### src/hdl/bfz_pkg.sv
// Shared types, constants and helpers for the bitmap find-first-zero block.
// No dependencies.
`timescale 1ns / 1ps

package bfz_pkg;

    // Map geometry
    localparam int WORDS_DEF  = 32;
    localparam int WORD_W     = 32;
    localparam int BIT_IX_W   = 5;
    localparam int POS_W      = 10;
    localparam int ACT_W      = 3;
    localparam int SCAN_LIMIT = 32;   // words that hold indexes below 1024

    typedef enum logic [ACT_W-1:0] {
        ACT_GET   = 3'd0,
        ACT_SET   = 3'd1,
        ACT_CLEAR = 3'd2,
        ACT_FIND  = 3'd3,
        ACT_FILL0 = 3'd4,
        ACT_FILL1 = 3'd5
    } action_e;

    typedef enum logic [2:0] {
        ST_CLEAR,
        ST_IDLE,
        ST_RMW,
        ST_SCAN,
        ST_FILL
    } state_e;

    typedef struct packed {
        logic [ACT_W-1:0] action;
        logic [POS_W-1:0] bit_position;
    } in_beat_t;

    typedef struct packed {
        logic             bit_value;
        logic             found;
        logic [POS_W-1:0] free_index;
    } out_beat_t;

    // Address width for a memory of the given depth (at least one bit)
    function automatic int addr_width(input int depth);
        addr_width = (depth > 1) ? $clog2(depth) : 1;
    endfunction

endpackage

### src/hdl/bfz_mem.sv
// Bitmap word store: one write port, one read port with registered data.
// Depends on bfz_pkg.
`timescale 1ns / 1ps

module bfz_mem #(
    parameter int WORDS = bfz_pkg::WORDS_DEF
) (
    input  logic                                     aclk,
    input  logic                                     wr_en,
    input  logic [bfz_pkg::addr_width(WORDS)-1:0]    wr_addr,
    input  logic [bfz_pkg::WORD_W-1:0]               wr_data,
    input  logic                                     rd_en,
    input  logic [bfz_pkg::addr_width(WORDS)-1:0]    rd_addr,
    output logic [bfz_pkg::WORD_W-1:0]               rd_data
);

    logic [bfz_pkg::WORD_W-1:0] mem_reg [WORDS];
    logic [bfz_pkg::WORD_W-1:0] rd_data_reg;

    // Write port
    always_ff @(posedge aclk) begin
        if (wr_en) begin
            mem_reg[wr_addr] <= wr_data;
        end
    end

    // Read port, data holds until the next read
    always_ff @(posedge aclk) begin
        if (rd_en) begin
            rd_data_reg <= mem_reg[rd_addr];
        end
    end

    assign rd_data = rd_data_reg;

endmodule

### src/hdl/bfz_ctrl.sv
// Sequencer for the bitmap block: clearing pass, read-modify-write,
// first-zero scan and whole-map fill. Depends on bfz_pkg.
`timescale 1ns / 1ps

module bfz_ctrl #(
    parameter int WORDS = bfz_pkg::WORDS_DEF
) (
    input  logic                                     aclk,
    input  logic                                     aresetn,
    // input beats
    input  logic                                     s_valid,
    output logic                                     s_ready,
    input  bfz_pkg::in_beat_t                        s_data,
    // results toward the output register
    output logic                                     res_valid,
    input  logic                                     res_ready,
    output bfz_pkg::out_beat_t                       res_data,
    // memory ports
    output logic                                     wr_en,
    output logic [bfz_pkg::addr_width(WORDS)-1:0]    wr_addr,
    output logic [bfz_pkg::WORD_W-1:0]               wr_data,
    output logic                                     rd_en,
    output logic [bfz_pkg::addr_width(WORDS)-1:0]    rd_addr,
    input  logic [bfz_pkg::WORD_W-1:0]               rd_data
);

    localparam int AW         = bfz_pkg::addr_width(WORDS);
    localparam int SCAN_WORDS = (WORDS < bfz_pkg::SCAN_LIMIT) ? WORDS : bfz_pkg::SCAN_LIMIT;
    localparam logic [AW-1:0] LAST_WORD = AW'(WORDS - 1);
    localparam logic [bfz_pkg::BIT_IX_W-1:0] LAST_SCAN = bfz_pkg::BIT_IX_W'(SCAN_WORDS - 1);

    bfz_pkg::state_e                     state_reg, state_next;
    logic [bfz_pkg::ACT_W-1:0]           action_reg, action_next;
    logic [bfz_pkg::POS_W-1:0]           pos_reg, pos_next;
    logic [AW-1:0]                       ptr_reg, ptr_next;
    logic [bfz_pkg::BIT_IX_W-1:0]        scan_reg, scan_next;
    logic                                fill_val_reg, fill_val_next;

    logic                                in_map;
    logic [bfz_pkg::BIT_IX_W-1:0]        bit_ix;
    logic [bfz_pkg::WORD_W-1:0]          bit_mask;
    logic [bfz_pkg::WORD_W-1:0]          free_bits;
    logic [bfz_pkg::BIT_IX_W-1:0]        first_free;

    // Lowest set bit of a word
    function automatic logic [bfz_pkg::BIT_IX_W-1:0] lowest_one(
        input logic [bfz_pkg::WORD_W-1:0] v
    );
        logic [bfz_pkg::BIT_IX_W-1:0] ix;
        ix = '0;
        for (int i = bfz_pkg::WORD_W - 1; i >= 0; i--) begin
            if (v[i]) begin
                ix = bfz_pkg::BIT_IX_W'(i);
            end
        end
        return ix;
    endfunction

    // Decode of the held position
    assign bit_ix     = pos_reg[bfz_pkg::BIT_IX_W-1:0];
    assign in_map     = int'(pos_reg[bfz_pkg::POS_W-1:bfz_pkg::BIT_IX_W]) < WORDS;
    assign bit_mask   = bfz_pkg::WORD_W'(1) << bit_ix;
    assign free_bits  = ~rd_data;
    assign first_free = lowest_one(free_bits);

    // State and item registers
    always_ff @(posedge aclk) begin
        if (!aresetn) begin
            state_reg <= bfz_pkg::ST_CLEAR;
            ptr_reg   <= '0;
            scan_reg  <= '0;
        end else begin
            state_reg <= state_next;
            ptr_reg   <= ptr_next;
            scan_reg  <= scan_next;
        end
    end

    always_ff @(posedge aclk) begin
        action_reg   <= action_next;
        pos_reg      <= pos_next;
        fill_val_reg <= fill_val_next;
    end

    // Next state, memory control and result
    always_comb begin
        state_next    = state_reg;
        action_next   = action_reg;
        pos_next      = pos_reg;
        ptr_next      = ptr_reg;
        scan_next     = scan_reg;
        fill_val_next = fill_val_reg;
        s_ready       = 1'b0;
        res_valid     = 1'b0;
        res_data      = '0;
        wr_en         = 1'b0;
        wr_addr       = ptr_reg;
        wr_data       = '0;
        rd_en         = 1'b0;
        rd_addr       = AW'(pos_reg[bfz_pkg::POS_W-1:bfz_pkg::BIT_IX_W]);

        case (state_reg)
            // zero the map after reset, one word a cycle
            bfz_pkg::ST_CLEAR: begin
                wr_en    = 1'b1;
                ptr_next = ptr_reg + AW'(1);
                if (ptr_reg == LAST_WORD) begin
                    ptr_next   = '0;
                    state_next = bfz_pkg::ST_IDLE;
                end
            end

            // take a beat and start its first read (none for fills)
            bfz_pkg::ST_IDLE: begin
                s_ready = 1'b1;
                if (s_valid) begin
                    action_next = s_data.action;
                    pos_next    = s_data.bit_position;
                    rd_en       = 1'b1;
                    rd_addr     = AW'(s_data.bit_position[bfz_pkg::POS_W-1:bfz_pkg::BIT_IX_W]);
                    case (s_data.action)
                        bfz_pkg::ACT_FIND: begin
                            rd_addr    = '0;
                            scan_next  = '0;
                            state_next = bfz_pkg::ST_SCAN;
                        end
                        bfz_pkg::ACT_FILL0, bfz_pkg::ACT_FILL1: begin
                            rd_en         = 1'b0;
                            ptr_next      = '0;
                            fill_val_next = (s_data.action == bfz_pkg::ACT_FILL1);
                            state_next    = bfz_pkg::ST_FILL;
                        end
                        default: begin
                            state_next = bfz_pkg::ST_RMW;
                        end
                    endcase
                end
            end

            // get, set, clear (and unused codes) on the word just read
            bfz_pkg::ST_RMW: begin
                res_valid = 1'b1;
                wr_addr   = AW'(pos_reg[bfz_pkg::POS_W-1:bfz_pkg::BIT_IX_W]);
                if (action_reg == bfz_pkg::ACT_GET) begin
                    res_data.bit_value = in_map ? rd_data[bit_ix] : 1'b0;
                end
                if (action_reg == bfz_pkg::ACT_SET) begin
                    wr_data = rd_data | bit_mask;
                end else begin
                    wr_data = rd_data & ~bit_mask;
                end
                wr_en = res_ready && in_map
                        && (action_reg inside {bfz_pkg::ACT_SET, bfz_pkg::ACT_CLEAR});
                if (res_ready) begin
                    state_next = bfz_pkg::ST_IDLE;
                end
            end

            // walk words from zero until one has a clear bit or the last is reached
            bfz_pkg::ST_SCAN: begin
                if ((|free_bits) || (scan_reg == LAST_SCAN)) begin
                    res_valid      = 1'b1;
                    res_data.found = |free_bits;
                    if (|free_bits) begin
                        res_data.free_index = {scan_reg, first_free};
                    end
                    if (res_ready) begin
                        state_next = bfz_pkg::ST_IDLE;
                    end
                end else begin
                    scan_next = scan_reg + bfz_pkg::BIT_IX_W'(1);
                    rd_en     = 1'b1;
                    rd_addr   = AW'(scan_reg + bfz_pkg::BIT_IX_W'(1));
                end
            end

            // write every word with all zeros or all ones
            bfz_pkg::ST_FILL: begin
                wr_data = {bfz_pkg::WORD_W{fill_val_reg}};
                if (ptr_reg == LAST_WORD) begin
                    res_valid = 1'b1;
                    wr_en     = res_ready;
                    if (res_ready) begin
                        ptr_next   = '0;
                        state_next = bfz_pkg::ST_IDLE;
                    end
                end else begin
                    wr_en    = 1'b1;
                    ptr_next = ptr_reg + AW'(1);
                end
            end

            default: begin
                state_next = bfz_pkg::ST_IDLE;
            end
        endcase
    end

endmodule

### src/hdl/bitmap_find_first_zero.sv
// Bitmap allocator with lowest-free-bit search.
// Input channel s_*: one beat = action (get, set, clear, find first zero,
// fill zeros, fill ones) and a 10-bit bit position (word = pos[9:5],
// bit = pos[4:0]). Result channel m_*: one beat per input beat, with
// bit_value (get), found and free_index (find); unused fields are zero.
// Work per action, with the output register free:
//   get / set / clear / unused codes : one read of the addressed word
//   find first zero                  : 1 to min(WORDS,32) words, one
//                                      word read per cycle from the store
//   fill zeros / fill ones           : all WORDS words, one word written
//                                      per cycle
// One item is in work at a time; the next beat is taken in the cycle after the
// previous result is loaded into the output register.
// Reset (aresetn low, synchronous) empties the output register and starts
// a clearing pass over all WORDS words, during which s_ready stays low.
// When the receiver stalls, the result holds in the output register; one
// further item is taken and processed, then waits until the register frees.
// Depends on bfz_pkg, bfz_ctrl, bfz_mem.
`timescale 1ns / 1ps

module bitmap_find_first_zero #(
    parameter int WORDS = bfz_pkg::WORDS_DEF
) (
    input  logic                 aclk,
    input  logic                 aresetn,
    input  logic                 s_valid,
    output logic                 s_ready,
    input  bfz_pkg::in_beat_t    s_data,
    output logic                 m_valid,
    input  logic                 m_ready,
    output bfz_pkg::out_beat_t   m_data
);

    localparam int AW = bfz_pkg::addr_width(WORDS);

    logic                        res_valid;
    logic                        res_ready;
    bfz_pkg::out_beat_t          res_data;
    logic                        wr_en;
    logic [AW-1:0]               wr_addr;
    logic [bfz_pkg::WORD_W-1:0]  wr_data;
    logic                        rd_en;
    logic [AW-1:0]               rd_addr;
    logic [bfz_pkg::WORD_W-1:0]  rd_data;

    logic                        m_valid_reg;
    bfz_pkg::out_beat_t          m_data_reg;

    bfz_ctrl #(
        .WORDS (WORDS)
    ) u_ctrl (
        .aclk      (aclk),
        .aresetn   (aresetn),
        .s_valid   (s_valid),
        .s_ready   (s_ready),
        .s_data    (s_data),
        .res_valid (res_valid),
        .res_ready (res_ready),
        .res_data  (res_data),
        .wr_en     (wr_en),
        .wr_addr   (wr_addr),
        .wr_data   (wr_data),
        .rd_en     (rd_en),
        .rd_addr   (rd_addr),
        .rd_data   (rd_data)
    );

    bfz_mem #(
        .WORDS (WORDS)
    ) u_mem (
        .aclk    (aclk),
        .wr_en   (wr_en),
        .wr_addr (wr_addr),
        .wr_data (wr_data),
        .rd_en   (rd_en),
        .rd_addr (rd_addr),
        .rd_data (rd_data)
    );

    // Output register: free when empty or being drained this cycle
    assign res_ready = !m_valid_reg || m_ready;

    always_ff @(posedge aclk) begin
        if (!aresetn) begin
            m_valid_reg <= 1'b0;
        end else if (res_valid && res_ready) begin
            m_valid_reg <= 1'b1;
        end else if (m_ready) begin
            m_valid_reg <= 1'b0;
        end
    end

    always_ff @(posedge aclk) begin
        if (res_valid && res_ready) begin
            m_data_reg <= res_data;
        end
    end

    assign m_valid = m_valid_reg;
    assign m_data  = m_data_reg;

endmodule

### config.mk
export PLATFORM = sky130hd
export DESIGN_NAME = bitmap_find_first_zero
export DESIGN_NICKNAME = d
export VERILOG_FILES = /design/src/hdl/bfz_pkg.sv /design/src/hdl/bfz_mem.sv /design/src/hdl/bfz_ctrl.sv /design/src/hdl/bitmap_find_first_zero.sv
export SDC_FILE = /design/constraint.sdc
export NUM_CORES = 1
export LEC_CHECK = 0
export ABC_AREA = 0
export BUFFER_PORTS_ARGS = -buffer_cell sky130_fd_sc_hd__buf_2
export CAP_MARGIN = 15
export CORE_ASPECT_RATIO = 0.9
export CORE_UTILIZATION = 48
export CTS_BUF_LIST = sky130_fd_sc_hd__clkbuf_4 sky130_fd_sc_hd__clkbuf_8
export CTS_CLUSTER_DIAMETER = 30
export DETAILED_ROUTE_END_ITERATION = 8
export PLACE_DENSITY = 0.66
export SETUP_SLACK_MARGIN = 0.1
export SYNTH_ARGS = -nofsm -noshare
export SYNTH_HDL_FRONTEND = slang
export SYNTH_SLANG_ARGS = --single-unit
### constraint.sdc
create_clock -name aclk -period 3.7 [get_ports aclk]
set_clock_uncertainty 0.2 [all_clocks]
set_input_delay 0.555 -clock aclk [delete_from_list [all_inputs] [get_ports aclk]]
set_output_delay 0.555 -clock aclk [all_outputs]
set_load 0.005 [all_outputs]
==> results.cfg, run 1 <==
[drt]
vias_per_cell = 5.93
first_pass_iteration_count_of_the_detailed_router = 8
drc = 1
antenna_violating_nets_post_route = 0
routed_wirelength_um = 138000
wire_per_inst_um = 25.3
routed-via-count = 32400
iteration_0_drc_count_of_the_detailed_router = 4748

[floorplan]
initial_utilization_pct = 48.6
chipHeight_um = 290
core_region_area_mm2 = 0.0913
io_pins = 31
row_count = 105
die_x_um = 322
die_area_mm2 = 0.0936

[timing]
slew_headroom_pct = 24.8
hold_violations = 0
drv_slew = 0
worst_hold_margin_ns = 0.218
max_clock_freq_ghz = 0.246
setup_tns_ns = -5.50
fin_crit_sh_pct = 110
timing.final.crit_period_ns = 4.06
final-setup-viol-count = 32
setup_repair_after_global_routing_missed_its_margin = true
final_critical_path_setup_slack_ns = -0.365
slew_at_the_pin_closest_to_its_max_slew_limit_ns = 1.13

[outcome]
run_status = finished with violations
violations = DRC, setup timing

[logic_synthesis]
synth.cell_area_mm2 = 0.0443
postSynthCellCount = 3538
muxShareOfSynthArea_pct = 0.688
synth-edff-count = 1082
dominantRegCellSynth = sky130_fd_sc_hd__edfxtp_1
synthAdderAreaFrac_pct = 0.113
synth-compound-area-share_pct = 5.39
synthArstFlopShare_pct = 0
synth_simple_gate_area_share_pct = 17.7
synth_top_area_share_pct = 73.3
largest_family_of_logic_cells_by_synthesized_area = simple AND/OR/NAND/NOR gates
ys_types = 58
synth_seq_area_share_pct = 73.9
synth.largest_area_cell = sky130_fd_sc_hd__edfxtp_1
synth.yosys.warnings = 0
synth_seq_cells = 1096
mappedNetlistNets = 3559
synth.top_cells.by_area = sky130_fd_sc_hd__edfxtp_1 (73%), sky130_fd_sc_hd__nand2_1 (9.1%), sky130_fd_sc_hd__nand3_1 (4.4%)
yosys.area_share.xor_xnor_pct = 0.0790
synth_area_per_cell_um2 = 12.5

[cells_and_area]
post_route_cells_drive_above_1_share_pct = 26.7
flip_flop_count_of_the_largest_register_after_layout = 1024
area_growth_syn_to_fin_pct = 29.2
post_layout_nonfiller_instances = 5473
num-fill-cells = 6580
finalNetCount = 4101
commonest_non_fill_non_tap_cell_in_the_layout = sky130_fd_sc_hd__edfxtp_1
final_cell_mix = sky130_fd_sc_hd__edfxtp_1 (1082), sky130_fd_sc_hd__nand2_1 (1049), sky130_fd_sc_hd__nand3_1 (380), sky130_fd_sc_hd__buf_4 (341), sky130_fd_sc_hd__a21oi_1 (208)
utilization_of_the_core_after_routing_pct = 62.7

[clock_tree]
cts_made_buffers = 195
clock_tree_from_tritoncts = built
cts.htree.levels = 4
cts_buffer_depth = 3
clk_pin_slew_ns = 0.07
clkLatencyLatePin_ns = 0.87
root_buffer = sky130_fd_sc_hd__clkbuf_8
cts_num_sinks = 1096

[worst_setup_path]
worst_ep_required_time_ns = 4.18
critPathBufInv = 9
worst_ep_arrival_time_ns = 4.55
worst_path_most_repeated_cell = sky130_fd_sc_hd__buf_6
crit_path_top_delay_cell = sky130_fd_sc_hd__or4_4
path_max_fanout = 7
critical_path_class = reg2reg
critPathTopFamily = simple AND/OR/NAND/NOR gates
worst_setup_path_start_kind = flip-flop
cp_cell_sequence = nand4_1, buf_6, buf_6, or4_4, nor4b_4, buf_4, a311o_2, buf_12, buf_12, buf_12, buf_6, buf_6, buf_4, nand2_2, and3_4, a31oi_2, o22ai_2, nor4_4
critical-path-max-stage-delay_ns = 0.54
end_kind = flip-flop

[global_route]
grt-ovfl-total = 0
wire_length_of_the_first_global_routing_pass_um = 198000
met1_usage_pct = 41.4
first_global_vias = 30500
met2_demand_to_capacity_share_in_global_routing_pct = 43.3
antenna_found_initial = 5
met3_usage_pct = 5.89
grt_overall_usage_pct = 29.0
pin_count_of_the_biggest_net_entering_global_routing = 44
busiest_layer = met2

[placement]
gpl.final_weighted_congestion = 0.940
detailed_placement_wirelength_estimate_um = 77200
dpl.cell_count = 4952
numPortBuffers = 30

[pwr]
power.leakage_nw = 21.2
max_ir_drop_vdd_v = 0.000343
finalPower_mw = 26.5
power_density_mw_per_mm2 = 462

[hold_path]
hp-class = in2reg

[flow_run]
timing.max_cap.violations = 0
==> routing by layer <==
metal	part of all wire, %	wire (um)	up-vias
met5	0.035	49	-
met4	3.9	5370	6
met3	11	15800	329
met2	45	62500	2087
met1	39	54600	15900
li1	-	-	14100
==> per-stage QoR <==
step                      instance area [um^2]  worst slack (ns)
after floorplan                          44400           -0.0895
after global placement                   49400             -1.40
after detailed placement                 49400            -0.964
after CTS                                55900            -0.160
after global routing                     57300            -0.401
final                                    57300            -0.365
==> cells in the mapped netlist, drive strengths merged, types with 4 or more instances <==
cell / n
buf: 110
nand3: 387
edfxtp: 1082
nor3: 16
nor2: 87
o221ai: 12
nand2b: 8
or2: 4
o31ai: 22
nand4: 15
nor3b: 8
or4: 33
dfxtp: 14
clkbuf: 110
mux4: 10
or3: 4
ha: 4
a21boi: 7
and3: 69
and2: 10
nor2b: 16
o21ai: 18
o22ai: 31
a221oi: 4
a31oi: 71
inv: 10
nand3b: 6
nor4: 34
a21oi: 222
mux2i: 8
nand2: 1079
==> power breakdown <==
| part | switching, mW | total (mW) | internal, mW |
|---|---|---|---|
| combinational | 0.297 | 0.455 | 0.159 |
| sequential | 0.0325 | 13.6 | 13.6 |
| clock | 5.21 | 12.4 | 7.19 |
==> layout make-up <==
cell class              count  area [um^2]  share of cell area, %
flip-flops and latches   1096        32800                   57.2
multi-input cells        2212        12400                   21.6
repair buffers            565         6200                   10.8
clock buffers             241         3040                   5.30
well taps                1230         1540                   2.69
clock inverters           118         1310                   2.29
inverters                  10         41.3                 0.0721
diodes                      1         2.50                0.00437
==> logic make-up after synthesis <==
kind of cell / Yosys count
DFF: 1096
AOI/OAI and AO/OA: 406
and+or+nand+nor: 1780
adders and majority gates: 4
muxes: 18
xor gates and xnor gates: 4
buffers and inverters: 230
==> path summary, 6_finish.rpt <==
path / startpoint / to / slack [ns] / depth (start not counted)
hold / removal: s_data[1] / u_ctrl.pos_reg[1] / 0.22 / 2
setup reg to reg: u_mem.rd_data[22] / u_mem.rd_data[26] / -0.36 / 18
hold reg to reg: u_ctrl.scan_reg[4] / u_ctrl.scan_reg[4] / 0.30 / 2
setup / recovery: u_mem.rd_data[22] / u_mem.rd_data[26] / -0.36 / 18
==> timing repair <==
| action | CTS | global route |
|---|---|---|
| gates resized for setup | 219 | 123 |
| hold endpoints to repair | 29 | 0 |
| hold buffers | 17 | 0 |
| gates cloned | 13 | 10 |
| setup buffers | 64 | 56 |
| pin swaps | 92 | 50 |
| setup endpoints to repair | 32 | 32 |
Note: power is estimated with default switching activity, not from simulation.
==> run 2, diff against run 1 <==
SETUP_SLACK_MARGIN = not set   (was 0.1)
==> results.cfg, run 2 (synthesis gave the netlist of run 1 again) <==
[hold_path]
whs_path_depth = 2
hp-class = in2reg

[cells_and_area]
post_route_cells_drive_above_1_share_pct = 24.8
flip_flop_count_of_the_largest_register_after_layout = 1024
multi_input_gate_area_in_the_final_layout_mm2 = 0.0119
commonest_non_fill_non_tap_cell_in_the_layout = sky130_fd_sc_hd__edfxtp_1
area_growth_syn_to_fin_pct = 27.4
utilization_of_the_core_after_routing_pct = 61.9
final_area_mm2 = 0.0565
post_layout_nonfiller_instances = 5457
num-fill-cells = 6727
final_cell_mix = sky130_fd_sc_hd__edfxtp_1 (1082), sky130_fd_sc_hd__nand2_1 (1067), sky130_fd_sc_hd__nand3_1 (368), sky130_fd_sc_hd__buf_4 (311), sky130_fd_sc_hd__a21oi_1 (205)
finalNetCount = 4079
seqCellArea_mm2 = 0.0328

[placement]
detailed_placement_wirelength_estimate_um = 79500
worst_setup_slack_after_placement_ns = -0.793
dpl.cell_count = 4977
gpl.final_weighted_congestion = 0.955
placement.cell_area_mm2 = 0.0496
numPortBuffers = 30

[timing]
final_critical_path_setup_slack_ns = -0.337
final-setup-viol-count = 32
drv_slew = 0
fin_crit_sh_pct = 109
timing.final.crit_period_ns = 4.04
hold_violations = 0
slew_headroom_pct = 25.2
max_clock_freq_ghz = 0.248
worst_hold_margin_ns = 0.229
setup_repair_after_global_routing_missed_its_margin = true
slew_at_the_pin_closest_to_its_max_slew_limit_ns = 1.11

[pwr]
internal_power_mw = 20.4
power.share.sequential_pct = 52.3
power_density_mw_per_mm2 = 460
power.share.combinational_pct = 1.6
netSwitchingPower_mw = 5.66
clockPowerShare_pct = 46.0
p_sw_share_pct = 21.8
max_ir_drop_vdd_v = 0.000288
power.leakage_nw = 21.0

[drt]
antenna_violating_nets_post_route = 0
routed_wirelength_um = 140000
vias_per_cell = 5.93
routed-via-count = 32300
drc = 0
wire_per_inst_um = 25.7
first_pass_iteration_count_of_the_detailed_router = 5
iteration_0_drc_count_of_the_detailed_router = 4465

[global_route]
grt_overall_usage_pct = 29.4
antenna_found_initial = 2
pin_count_of_the_biggest_net_entering_global_routing = 35
first_global_vias = 30600
grt-ovfl-total = 0
wire_length_of_the_first_global_routing_pass_um = 200000

[worst_setup_path]
worst_setup_path_start_kind = flip-flop
cp_cell_sequence = nand4_1, buf_4, nor4_4, buf_4, and3_4, a221o_4, buf_12, bufbuf_16, nand2_1, nand3_1, a21oi_1, or4_1, nor4_2
crit_path_top_delay_cell = sky130_fd_sc_hd__or4_1
r2r_slack_ns = -0.34
worst_ep_required_time_ns = 4.13
critical_path.reg2reg.endpoint = u_mem.rd_data[31]
end_kind = flip-flop
startpoint_of_the_worst_register_to_register_path = u_mem.rd_data[28]
rr_worst_depth = 13
worst_ep_arrival_time_ns = 4.47
critical-path-max-stage-delay_ns = 0.55
critical_path_class = reg2reg
timing.critical_path.to = u_mem.rd_data[31]
path_max_fanout = 15
crit_start = u_mem.rd_data[28]
worst_path_most_repeated_cell = sky130_fd_sc_hd__buf_4

[floorplan]
chipHeight_um = 290
row_count = 105
io_pins = 31
die_x_um = 322
core_region_area_mm2 = 0.0913
initial_utilization_pct = 48.6
die_area_mm2 = 0.0936

[clock_tree]
cts.htree.levels = 4
cts_buffer_depth = 3
clkLatencyLatePin_ns = 0.89
clock_tree_from_tritoncts = built
cts_num_sinks = 1096
cts_made_buffers = 193
root_buffer = sky130_fd_sc_hd__clkbuf_8
clk_pin_slew_ns = 0.07

[outcome]
violations = setup timing
run_status = finished with violations

[flow_run]
timing.max_cap.violations = 0
run 2: changes by cell type in the layout (fill, tap and decap cells not counted), moves of 15 or more:
cell                       change
sky130_fd_sc_hd__a31oi_1      +19
sky130_fd_sc_hd__nand2_2      -19
sky130_fd_sc_hd__nand2_1      +18
sky130_fd_sc_hd__a31oi_4      -15
sky130_fd_sc_hd__buf_4        -30
sky130_fd_sc_hd__and3_1       +20
sky130_fd_sc_hd__clkinv_2     +17
sky130_fd_sc_hd__clkbuf_4     -21
sky130_fd_sc_hd__and3_4       -20
run 2: cell type report:
type | count | area share, %
antenna | 1 | 0.00443
clock inverter | 144 | 2.33
clock buffer | 219 | 5.06
tap | 1230 | 2.72
multi-input combinational | 2212 | 21.1
sequential | 1096 | 58.0
timing repair buffer | 545 | 10.7
inverter | 10 | 0.0863
run 2: how the worst min path moves through the flow:
stage,startpoint,to,slack (ns)
after global placement,u_ctrl.scan_reg[4],u_ctrl.scan_reg[4],0.30
after global routing,s_data[1],u_ctrl.pos_reg[1],0.22
after CTS,s_data[1],u_ctrl.pos_reg[1],0.16
after detailed placement,u_ctrl.scan_reg[4],u_ctrl.scan_reg[4],0.30
final,s_data[1],u_ctrl.pos_reg[1],0.23
after floorplan,u_ctrl.scan_reg[4],u_ctrl.scan_reg[4],0.27
run 2: repair_timing:
item	in CTS	in global routing
pin swaps	74	29
setup buffers	51	35
hold endpoints to repair	29	0
hold buffers	17	0
cloned	7	6
setup endpoints to repair	32	32
resized for setup	153	126
run 2: layer usage:
| metal | up-vias | wire (um) | share of wire [%] | global-route usage [%] |
|---|---|---|---|---|
| met5 | - | 0 | 0 | 0 |
| met4 | 0 | 6060 | 4.3 | 13.9 |
| met3 | 380 | 15700 | 11 | 6.08 |
| met2 | 2112 | 63100 | 45 | 43.8 |
| met1 | 15800 | 55400 | 39 | 41.4 |
| li1 | 14100 | - | - | - |
run 2: power groups by stage:
stage / Clock [mW] / Combinational [mW] / Sequential [mW]
2_1_floorplan: 0 / 0.163 / 13.9
3_3_place_gp: 0 / 0.367 / 13.9
3_5_place_dp: 0 / 0.371 / 13.9
5_1_grt: 12.6 / 0.443 / 13.6
4_1_cts: 12.1 / 0.411 / 13.6
6_report: 12.0 / 0.424 / 13.6
run 2: stage by stage:
stage                     power (mW)  TNS, ns
after CTS                       26.1    -3.96
after detailed placement        14.2   -12.29
final                           26.0    -6.87
after floorplan                 14.0   -21.26
after global routing            26.7    -9.93
after global placement          14.2   -10.97
run 2: worst max-delay path: cells and delay by family (launching register included):
kind | cells | cell delay [ns]
compound gates | 2 | 0.36
flops | 1 | 0.49
simple gates | 7 | 1.81
buf+inv | 4 | 0.90
